[config.mk]
export PLATFORM = sky130hd
export DESIGN_NAME = obst_cell
export DESIGN_NICKNAME = d
export VERILOG_FILES = /design/src/rtl/obst_pkg.sv /design/src/rtl/obst_cell.sv
export SDC_FILE = /design/constraint.sdc
export NUM_CORES = 1
export LEC_CHECK = 0
export BUFFER_PORTS_ARGS = -buffer_cell sky130_fd_sc_hd__buf_2
export CORE_ASPECT_RATIO = 0.7
export CORE_MARGIN = 1.5
export CORE_UTILIZATION = 24
export DETAILED_ROUTE_END_ITERATION = 8
export PLACE_DENSITY_LB_ADDON = 0.3
export SLEW_MARGIN = 40
export SYNTH_ARGS = -nofsm -noshare
export SYNTH_HDL_FRONTEND = slang
export SYNTH_SLANG_ARGS = --single-unit
[constraint.sdc]
create_clock -name clock -period 0.8 [get_ports clock]
set_clock_uncertainty 0.05 [all_clocks]
set_input_delay 0.04 -clock clock [delete_from_list [all_inputs] [get_ports clock]]
set_output_delay 0.04 -clock clock [all_outputs]
set_load 0.01 [all_outputs]
[src/rtl/obst_pkg.sv]
`timescale 1ns / 1ps
package obst_pkg;
   localparam int MAX_KEYS = 32;
   localparam int IDX_W    = (MAX_KEYS > 1) ? $clog2(MAX_KEYS) : 1;
   localparam int CNT_W    = $clog2(MAX_KEYS + 1);
   localparam int ADDR_W   = 2 * IDX_W;
   localparam int FREQ_W   = 16;
   localparam int COST_W   = 26;
   localparam int ACC_W    = COST_W + 2;
   localparam logic [COST_W-1:0] COST_MAX = {COST_W{1'b1}};

   typedef logic [FREQ_W-1:0] freq_type;
   typedef logic [COST_W-1:0] cost_type;
   typedef logic [ADDR_W-1:0] addr_type;
endpackage

[src/rtl/obst_cell.sv]
`timescale 1ns / 1ps
module obst_cell (
   input  logic               clock,
   input  logic               shift_en,
   input  obst_pkg::freq_type d_in,
   output obst_pkg::freq_type q
);
   import obst_pkg::*;

   freq_type freq_ff;

   // one key frequency, passed on to the next cell on each load
   always_ff @(posedge clock) begin
      if (shift_en) begin
         freq_ff <= d_in;
      end
   end

   assign q = freq_ff;
endmodule

# Yosys cells after proc, flatten, opt, wreduce, memory -nomap -nowiden
# Cells that the tools add are included.
word_totals:
  inputBits: 18
  regBits: 16
  word_cells: 1
  output_inout_bits: 16

# Logic depth before layout (Yosys ltp)
# Gate-level depths: netlist of the first run.
logic_depth:
  depth_word: 0
  mapped_depth: 0
  mapped_depth_nobuf: 0

# Least setup slack after synthesis of the first run
# OpenSTA, ideal clock, no wires.
synth_timing:
  path_type: "register -> output"
  from: "register freq_ff[0] (netlist: q[0])"
  to: "output port q[0]"
  arrival_time_ps: 394
  path_stages_with_launch: 1
  path_buffers: 0
  setup_slack_ps: 316
  t_required_ps: 710
  cell_sequence: "edfxtp_1"
synth_lines:
  columns: ["element", "line", "text"]
  rows:
  - ["start, declared", "obst_cell.sv:10", "freq_type freq_ff;"]
  - ["start signal, assigned", "obst_cell.sv:15", "freq_ff <= d_in;"]
  - ["end, declared", "obst_cell.sv:6", "output obst_pkg::freq_type q"]
# No word-level cell between the ends.

# Worst setup path after layout of the first run
layout_timing:
  from: "register freq_ff[6] (netlist: q[6])"
  to: "output port q[6]"
# No word-level cell between the ends.

==> results.tsv, run 1 <==
metric	value	unit
core-area	1870	µm²
setup.worst_path.start	q[6]$_DFFE_PP_	
routed_via_density	3.74	
die_h	40.4	µm
clock_sinks	16	
report.final.slew_viol_count	0	
fill_cells	175	
ir_drop	0.719	mV
cp.arrival	0.80	ns
ant_nets	0	
synth_top_area_share	100	%
cts_buffers	3	
finalHoldViolCount	0	
required	0.71	ns
synth_area	480	µm²
dpl_cell_area	673	µm²
fp-row-count	13	
cts_tree	done	
avgSynthCellArea	30.0	µm²
cts-root-buf	clkbuf_4	
largest_reg_flops	16	
crit_family	flip-flops	
final_nets	88	
worst_slack	-0.0928	ns
grt_max_degree	17	
finalPower	1.62	mW
place_inst	71	
dieArea	2280	µm²
grt_pass1_wl	1300	µm
synth_fp_nets	34	
h-tree-depth	1	
finalWirelength	901	µm
vias	340	
post-cts-setup-buffers	0	
crit_type	reg2out	
fin_area	860	µm²
ys_warn_count	0	
synth-seq-cells	16	
diodes	0	
clkTransAtPathRegs	0.09	ns
slowest_stage	edfxtp_1	
multiInputGateArea	0	µm²
drc_errors	0	
hold_class	in2reg	
clockBufferDepth	2	
whs	0.130	ns
drv_cap	0	
status	finished, violations left	
p_per_area	1890	nW/µm²
regArea	480	µm²
syn-instance-count	16	
drive_above_1_share	52.2	%
antenna_found_initial	0	
utilization	46.0	%
start_util	25.7	%
slowest_delay	0.38	ns
hold_start	shift_en	
setup_violations	16	
ys_seq_area_share	100	%
synth_top_area_cell	edfxtp_1	
critical_path_buf_inv_count	1	
wl_per_cell	9.90	µm
cp_max_fo	1	
slew_headroom	77.9	%
path_cells	buf_2	
grt_pass1_vias	336	
synth.distinct_cells	1	
num-multi-input-gates	0	
area_growth	78.9	%
place_congestion	0.622	
final_common_cell	buf_2	
fmaxAchievable	1120	MHz
post_cts_resized	0	
violations	negative setup slack	
period_share	112	%
io_pins	34	
worst_slew_pin_slew	0.331	ns
layout_common_cells	buf_2 (33), dlygate4sd3_1 (16), edfxtp_1 (16)	
fin_crit	0.893	ns
synthTopCellsByArea	edfxtp_1 (100%)	
endpoint_kind	primary output	
grt_use_total	8.22	%
startpoint_type	flop	
dr.pass1.iters	3	
overflow	0	
final_cells	91	
rsz0062_at_grt	true	
die_w	56.5	µm
drtIter0Drc	2	
portBuffers	33	
p_leak	0.369	nW
-- worst paths after layout --
kind / endpoint / slack (ns) / cells past startpoint
min: q[12]$_DFFE_PP_ / 0.13 / 1
max: q[6] / -0.09 / 1
-- metal layers --
layer  share of wire, %  track usage, %
met2                 50            16.3
met4                1.3            7.14
met1                 40            8.03
met3                8.1            1.29
met5                  0               0
-- what timing repair did --
item                                   in CTS  in global routing
setup endpoints to repair                  16                 16
cloned                                      0                  0
endpoints found under the hold margin      16                  0
hold buffers                               16                  0
-- logic make-up (layout without fill, tap and decap cells) --
group                  Yosys count  in the layout  synth area share, %
DFF                             16             16                  100
buffers and inverters            0             53                    0
-- cell usage after synthesis --
| master | instances |
|---|---|
| edfxtp_1 | 16 |
-- layout make-up --
| cell class | instances | share of cell area [%] |
|---|---|---|
| clock inverters | 1 | 0.437 |
| clock buffers | 3 | 2.62 |
| flip-flops and latches | 16 | 55.9 |
| well taps | 22 | 3.20 |
| repair buffers | 49 | 37.8 |
-- metrics by stage --
step	setup slack, ns	TNS, ns
after floorplan	0.316	0
after global placement	0.0683	0
after detailed placement	0.0564	0
after CTS	-0.110	-1.43
after global routing	-0.134	-1.83
final	-0.0928	-1.14
-- where the power goes --
| group | internal, mW | switching (mW) |
|---|---|---|
| Sequential | 0.994 | 0.0136 |
| Clock | 0.180 | 0.226 |
| Combinational | 0.120 | 0.0867 |
(Power assumes the default switching activity.)
==> run 2, diff against run 1 <==
--- a/config.mk
+++ b/config.mk
@@ -7,7 +7,7 @@
 export LEC_CHECK = 0
 export BUFFER_PORTS_ARGS = -buffer_cell sky130_fd_sc_hd__buf_2
 export CORE_ASPECT_RATIO = 0.7
-export CORE_MARGIN = 1.5
+export CORE_MARGIN = 3
 export CORE_UTILIZATION = 24
 export DETAILED_ROUTE_END_ITERATION = 8
 export PLACE_DENSITY_LB_ADDON = 0.3
==> results.tsv, run 2 (synthesis results as in run 1) <==
metric	value	unit	change
grt_max_degree	17		unchanged
area_growth	78.6	%	was 78.9%
dr.pass1.iters	2		was 3
final_common_cell	buf_2		unchanged
fin_crit	0.889	ns	was 0.893 ns
crit_family	flip-flops		unchanged
whs	0.131	ns	was 0.130 ns
layout_common_cells	buf_2 (33), dlygate4sd3_1 (16), edfxtp_1 (16)		unchanged
grt_busiest_layer	met2		unchanged
setup_violations	16		unchanged
core-area	1730	µm²	was 1870 µm²
diodes	0		unchanged
ant_nets	0		unchanged
p_leak	0.369	nW	unchanged
critPathCapture	q[8]		was q[6]
dpl_cell_area	672	µm²	was 673 µm²
crit_type	reg2out		unchanged
wl_per_cell	11.4	µm	was 9.90 µm
place_congestion	0.562		was 0.622
required	0.71	ns	about the same
post_cts_resized	0		unchanged
pwr-share-seq	61.6	%	was 62.2%
finalPower	1.63	mW	was 1.62 mW
die_h	43.4	µm	was 40.4 µm
clockBufferDepth	2		unchanged
finalHoldViolCount	0		unchanged
hold_depth	1		unchanged
io_pins	34		unchanged
cp.arrival	0.80	ns	about the same
antenna_found_initial	0		unchanged
cts_tree	done		unchanged
p_comb_share	12.8	%	about the same
report.final.slew_viol_count	0		unchanged
worst_slack	-0.0887	ns	was -0.0928 ns
start_util	27.8	%	was 25.7%
hold_class	in2reg		unchanged
slowest_delay	0.37	ns	was 0.38 ns
intPower	1.30	mW	about the same
met1_usage	7.21	%	was 8.03%
p_sw_share	20.7	%	was 20.1%
worst_slew_pin_slew	0.340	ns	was 0.331 ns
clkPwrFrac	25.6	%	was 25.1%
clkTransAtPathRegs	0.09	ns	about the same
grt_pass1_wl	1520	µm	was 1300 µm
multiInputGateArea	0	µm²	unchanged
final_nets	88		unchanged
endpoint_kind	primary output		unchanged
cp_num_cells	1		unchanged
period_share	111	%	was 112%
num-multi-input-gates	0		unchanged
vias	342		was 340
met2_usage	15.3	%	was 16.3%
finalWirelength	1030	µm	was 901 µm
path_cells	buf_2		unchanged
slew_headroom	77.3	%	was 77.9%
fill_cells	148		was 175
violations	negative setup slack		unchanged
critical_path_buf_inv_count	1		unchanged
fmaxAchievable	1130	MHz	was 1120 MHz
dieArea	2580	µm²	was 2280 µm²
slowest_stage	edfxtp_1		unchanged
p_per_area	1900	nW/µm²	was 1890 nW/µm²
cts_buffers	3		unchanged
fin_area	858	µm²	was 860 µm²
largest_reg_flops	16		unchanged
drtIter0Drc	3		was 2
die_w	59.5	µm	was 56.5 µm
ir_drop	1.25	mV	was 0.719 mV
rsz0062_at_grt	true		unchanged
drc_errors	0		unchanged
clock_sinks	16		unchanged
cts-root-buf	clkbuf_4		unchanged
drv_cap	0		unchanged
status	finished, violations left		unchanged
cp_max_fo	1		unchanged
post-cts-setup-buffers	0		unchanged
drive_above_1_share	52.2	%	unchanged
grt_use_met3	4.76	%	was 1.29%
fp-row-count	12		was 13
grt_pass1_vias	338		was 336
routed_via_density	3.80		was 3.74
grt_use_total	8.16	%	was 8.22%
h-tree-depth	1		unchanged
overflow	0		unchanged
portBuffers	33		unchanged
setup.worst_path.start	q[8]$_DFFE_PP_		was q[6]$_DFFE_PP_
startpoint_type	flop		unchanged
switching_power	0.339	mW	was 0.327 mW
==> run 2: through the flow <==
stage	TNS, ns	setup WS (ns)	utilization (%)	std cells
floorplan	0	0.316	-	16
CTS	-1.45	-0.109	49.7	90
finish	-1.22	-0.0887	49.7	90
global placement	0	0.0567	38.9	70
global route	-1.96	-0.144	49.7	90
detailed placement	0	0.0544	38.9	70
==> run 2: power groups by stage <==
stage	clock, mW	sequential, mW	combinational [mW]
final	0.418	1.01	0.209
after global routing	0.471	1.01	0.229
after CTS	0.429	1.01	0.212
after detailed placement	0	1.03	0.153
after global placement	0	1.03	0.151
after floorplan	0	1.07	0
==> run 2: worst min path at each step <==
stage	from	to
floorplan	d_in[0]	q[0]$_DFFE_PP_
global placement	d_in[13]	q[13]$_DFFE_PP_
detailed placement	d_in[14]	q[14]$_DFFE_PP_
finish	shift_en	q[9]$_DFFE_PP_
global route	shift_en	q[10]$_DFFE_PP_
CTS	shift_en	q[0]$_DFFE_PP_
==> run 2: cell type report <==
type / count / area [µm²] / area share (%)
clock buffers: 3 / 22.5 / 2.62
clock inverters: 1 / 3.75 / 0.437
flip-flops and latches: 16 / 480 / 56.0
well taps: 21 / 26.3 / 3.06
repair buffers: 49 / 325 / 37.9
==> run 2: metal layers <==
metal	vias to the layer above	routed length [µm]
li1	170	-
met1	159	343
met2	13	624
met3	0	58
met4	0	0
met5	-	0
==> run 2: what timing repair did <==
action | in CTS | in global routing
endpoints found under the hold margin | 16 | 0
setup endpoints to repair | 16 | 16
hold buffers | 16 | 0
cloned | 0 | 0
==> run 3, diff against run 2 <==
--- a/config.mk
+++ b/config.mk
@@ -6,9 +6,8 @@
 export NUM_CORES = 1
 export LEC_CHECK = 0
 export BUFFER_PORTS_ARGS = -buffer_cell sky130_fd_sc_hd__buf_2
-export CORE_ASPECT_RATIO = 0.7
 export CORE_MARGIN = 3
-export CORE_UTILIZATION = 24
+export CORE_UTILIZATION = 37
 export DETAILED_ROUTE_END_ITERATION = 8
 export PLACE_DENSITY_LB_ADDON = 0.3
 export SLEW_MARGIN = 40
==> constraint.sdc (replaced) <==
create_clock -name clock -period 0.9 [get_ports clock]
set_clock_uncertainty 0.05 [all_clocks]
set_input_delay 0.045 -clock clock [delete_from_list [all_inputs] [get_ports clock]]
set_output_delay 0.045 -clock clock [all_outputs]
set_load 0.01 [all_outputs]
==> results.tsv, run 3 (synthesis results as in run 1) <==
metric	value	unit	change
fmaxAchievable	1100	MHz	
finalWirelength	1030	µm	about the same
grt_pass1_wl	1550	µm	was 1520 µm
fin_crit	0.909	ns	
clkPwrFrac	25.5	%	was 25.6%
crit_type	reg2out		unchanged
num-multi-input-gates	0		unchanged
p_comb_share	12.8	%	about the same
intPower	1.15	mW	was 1.30 mW
finalPower	1.46	mW	was 1.63 mW
slew_headroom	77.7	%	was 77.3%
report.final.slew_viol_count	0		unchanged
final_common_cell	buf_2		unchanged
die_h	42.0	µm	was 43.4 µm
layout_common_cells	buf_2 (33), dlygate4sd3_1 (16), edfxtp_1 (16)		unchanged
die_w	42.0	µm	was 59.5 µm
dieArea	1770	µm²	was 2580 µm²
dr.pass1.iters	4		was 2
vias	334		was 342
pwr-share-seq	61.7	%	was 61.6%
largest_reg_flops	16		unchanged
fill_cells	66		was 148
multiInputGateArea	0	µm²	unchanged
final_cells	83		was 90
diodes	0		unchanged
rsz0062_at_grt	true		unchanged
portBuffers	33		unchanged
clock_sinks	16		unchanged
grt_pass1_vias	349		was 338
cts_tree	done		unchanged
area_growth	76.8	%	was 78.6%
fp-row-count	12		unchanged
cp.arrival	0.81	ns	was 0.80 ns
status	finished, violations left		unchanged
worst_slack	-0.00912	ns	was -0.0887 ns
startpoint_type	flop		unchanged
core-area	1160	µm²	was 1730 µm²
path_cells	buf_2		unchanged
p_per_area	1710	nW/µm²	was 1900 nW/µm²
endpoint_kind	primary output		unchanged
p_leak	0.369	nW	unchanged
routed_via_density	4.02		was 3.80
slowest_stage	edfxtp_1		unchanged
switching_power	0.303	mW	was 0.339 mW
finalHoldViolCount	0		unchanged
crit_family	flip-flops		unchanged
grt_max_degree	17		unchanged
critical_path_buf_inv_count	1		unchanged
io_pins	34		unchanged
wl_per_cell	12.3	µm	was 11.4 µm
start_util	41.6	%	was 27.8%
period_share	101	%	
grt_use_total	12.9	%	was 8.16%
ir_drop	1.08	mV	was 1.25 mV
post-cts-setup-buffers	0		unchanged
drive_above_1_share	52.2	%	unchanged
worst_slew_pin_slew	0.334	ns	was 0.340 ns
ant_nets	0		unchanged
p_sw_share	20.9	%	was 20.7%
cp_max_fo	1		unchanged
place_inst	63		was 70
violations	negative setup slack		unchanged
required	0.81	ns	was 0.71 ns
clockBufferDepth	2		unchanged
drc_errors	0		unchanged
overflow	0		unchanged
antenna_found_initial	0		unchanged
h-tree-depth	1		unchanged
setup_violations	4		was 16
final_nets	88		unchanged
cts-root-buf	clkbuf_4		unchanged
cts_buffers	3		unchanged
hold_class	in2reg		unchanged
place_congestion	0.582		was 0.562
drtIter0Drc	2		was 3
slowest_delay	0.39	ns	was 0.37 ns
clkTransAtPathRegs	0.09	ns	about the same
drv_cap	0		unchanged
run 3: cell counts in the layout (fill, tap and decap cells not counted):
No cell type changed its count.
run 3: power by group through the flow:
stage	logic [mW]	clock network (mW)	registers, mW
after global placement	0.131	0	0.912
after detailed placement	0.135	0	0.916
after floorplan	0	0	0.950
after global routing	0.201	0.423	0.905
after CTS	0.188	0.387	0.899
final	0.187	0.370	0.898
run 3: area by class of cell:
cell class	count	area, µm²	area share, %
Clock buffer	3	22.5	2.65
Timing Repair Buffer	49	325	38.3
Sequential cell	16	480	56.6
Tap cell	14	17.5	2.06
Clock inverter	1	3.75	0.442
run 3: metrics by stage:
stage                     util [%]  instance area, µm²  hold slack [ns]  setup slack (ns)  TNS, ns
after floorplan                  -                 480           0.0939             0.411        0
after global placement        57.4                 663            0.171             0.167        0
after detailed placement      57.4                 663            0.173             0.149        0
after CTS                     73.5                 850            0.130           -0.0312   -0.121
after global routing          73.5                 850            0.124           -0.0697   -0.581
final                         73.5                 850            0.132          -0.00912  -0.0199
run 3: routing by layer:
metal  global-route usage [%]  part of all wire (%)  vias to the layer above
met4                     13.0                  0.98                        0
met5                        0                     0                        -
li1                         -                     -                      169
met1                     12.2                    35                      147
met2                     22.2                    58                       16
met3                     2.58                   6.6                        2
run 3: what timing repair did:
action,in CTS,in global routing
gates cloned,0,0
gates resized for setup,0,0
hold buffers,16,0
setup endpoints to repair,9,16
hold endpoints to repair,16,0
run 3: final timing paths:
kind	from	endpoint	slack (ns)	depth (start not counted)
worst min-delay path	shift_en	q[2]$_DFFE_PP_	0.13	1
worst max-delay path	q[14]$_DFFE_PP_	q[14]	-0.009	1
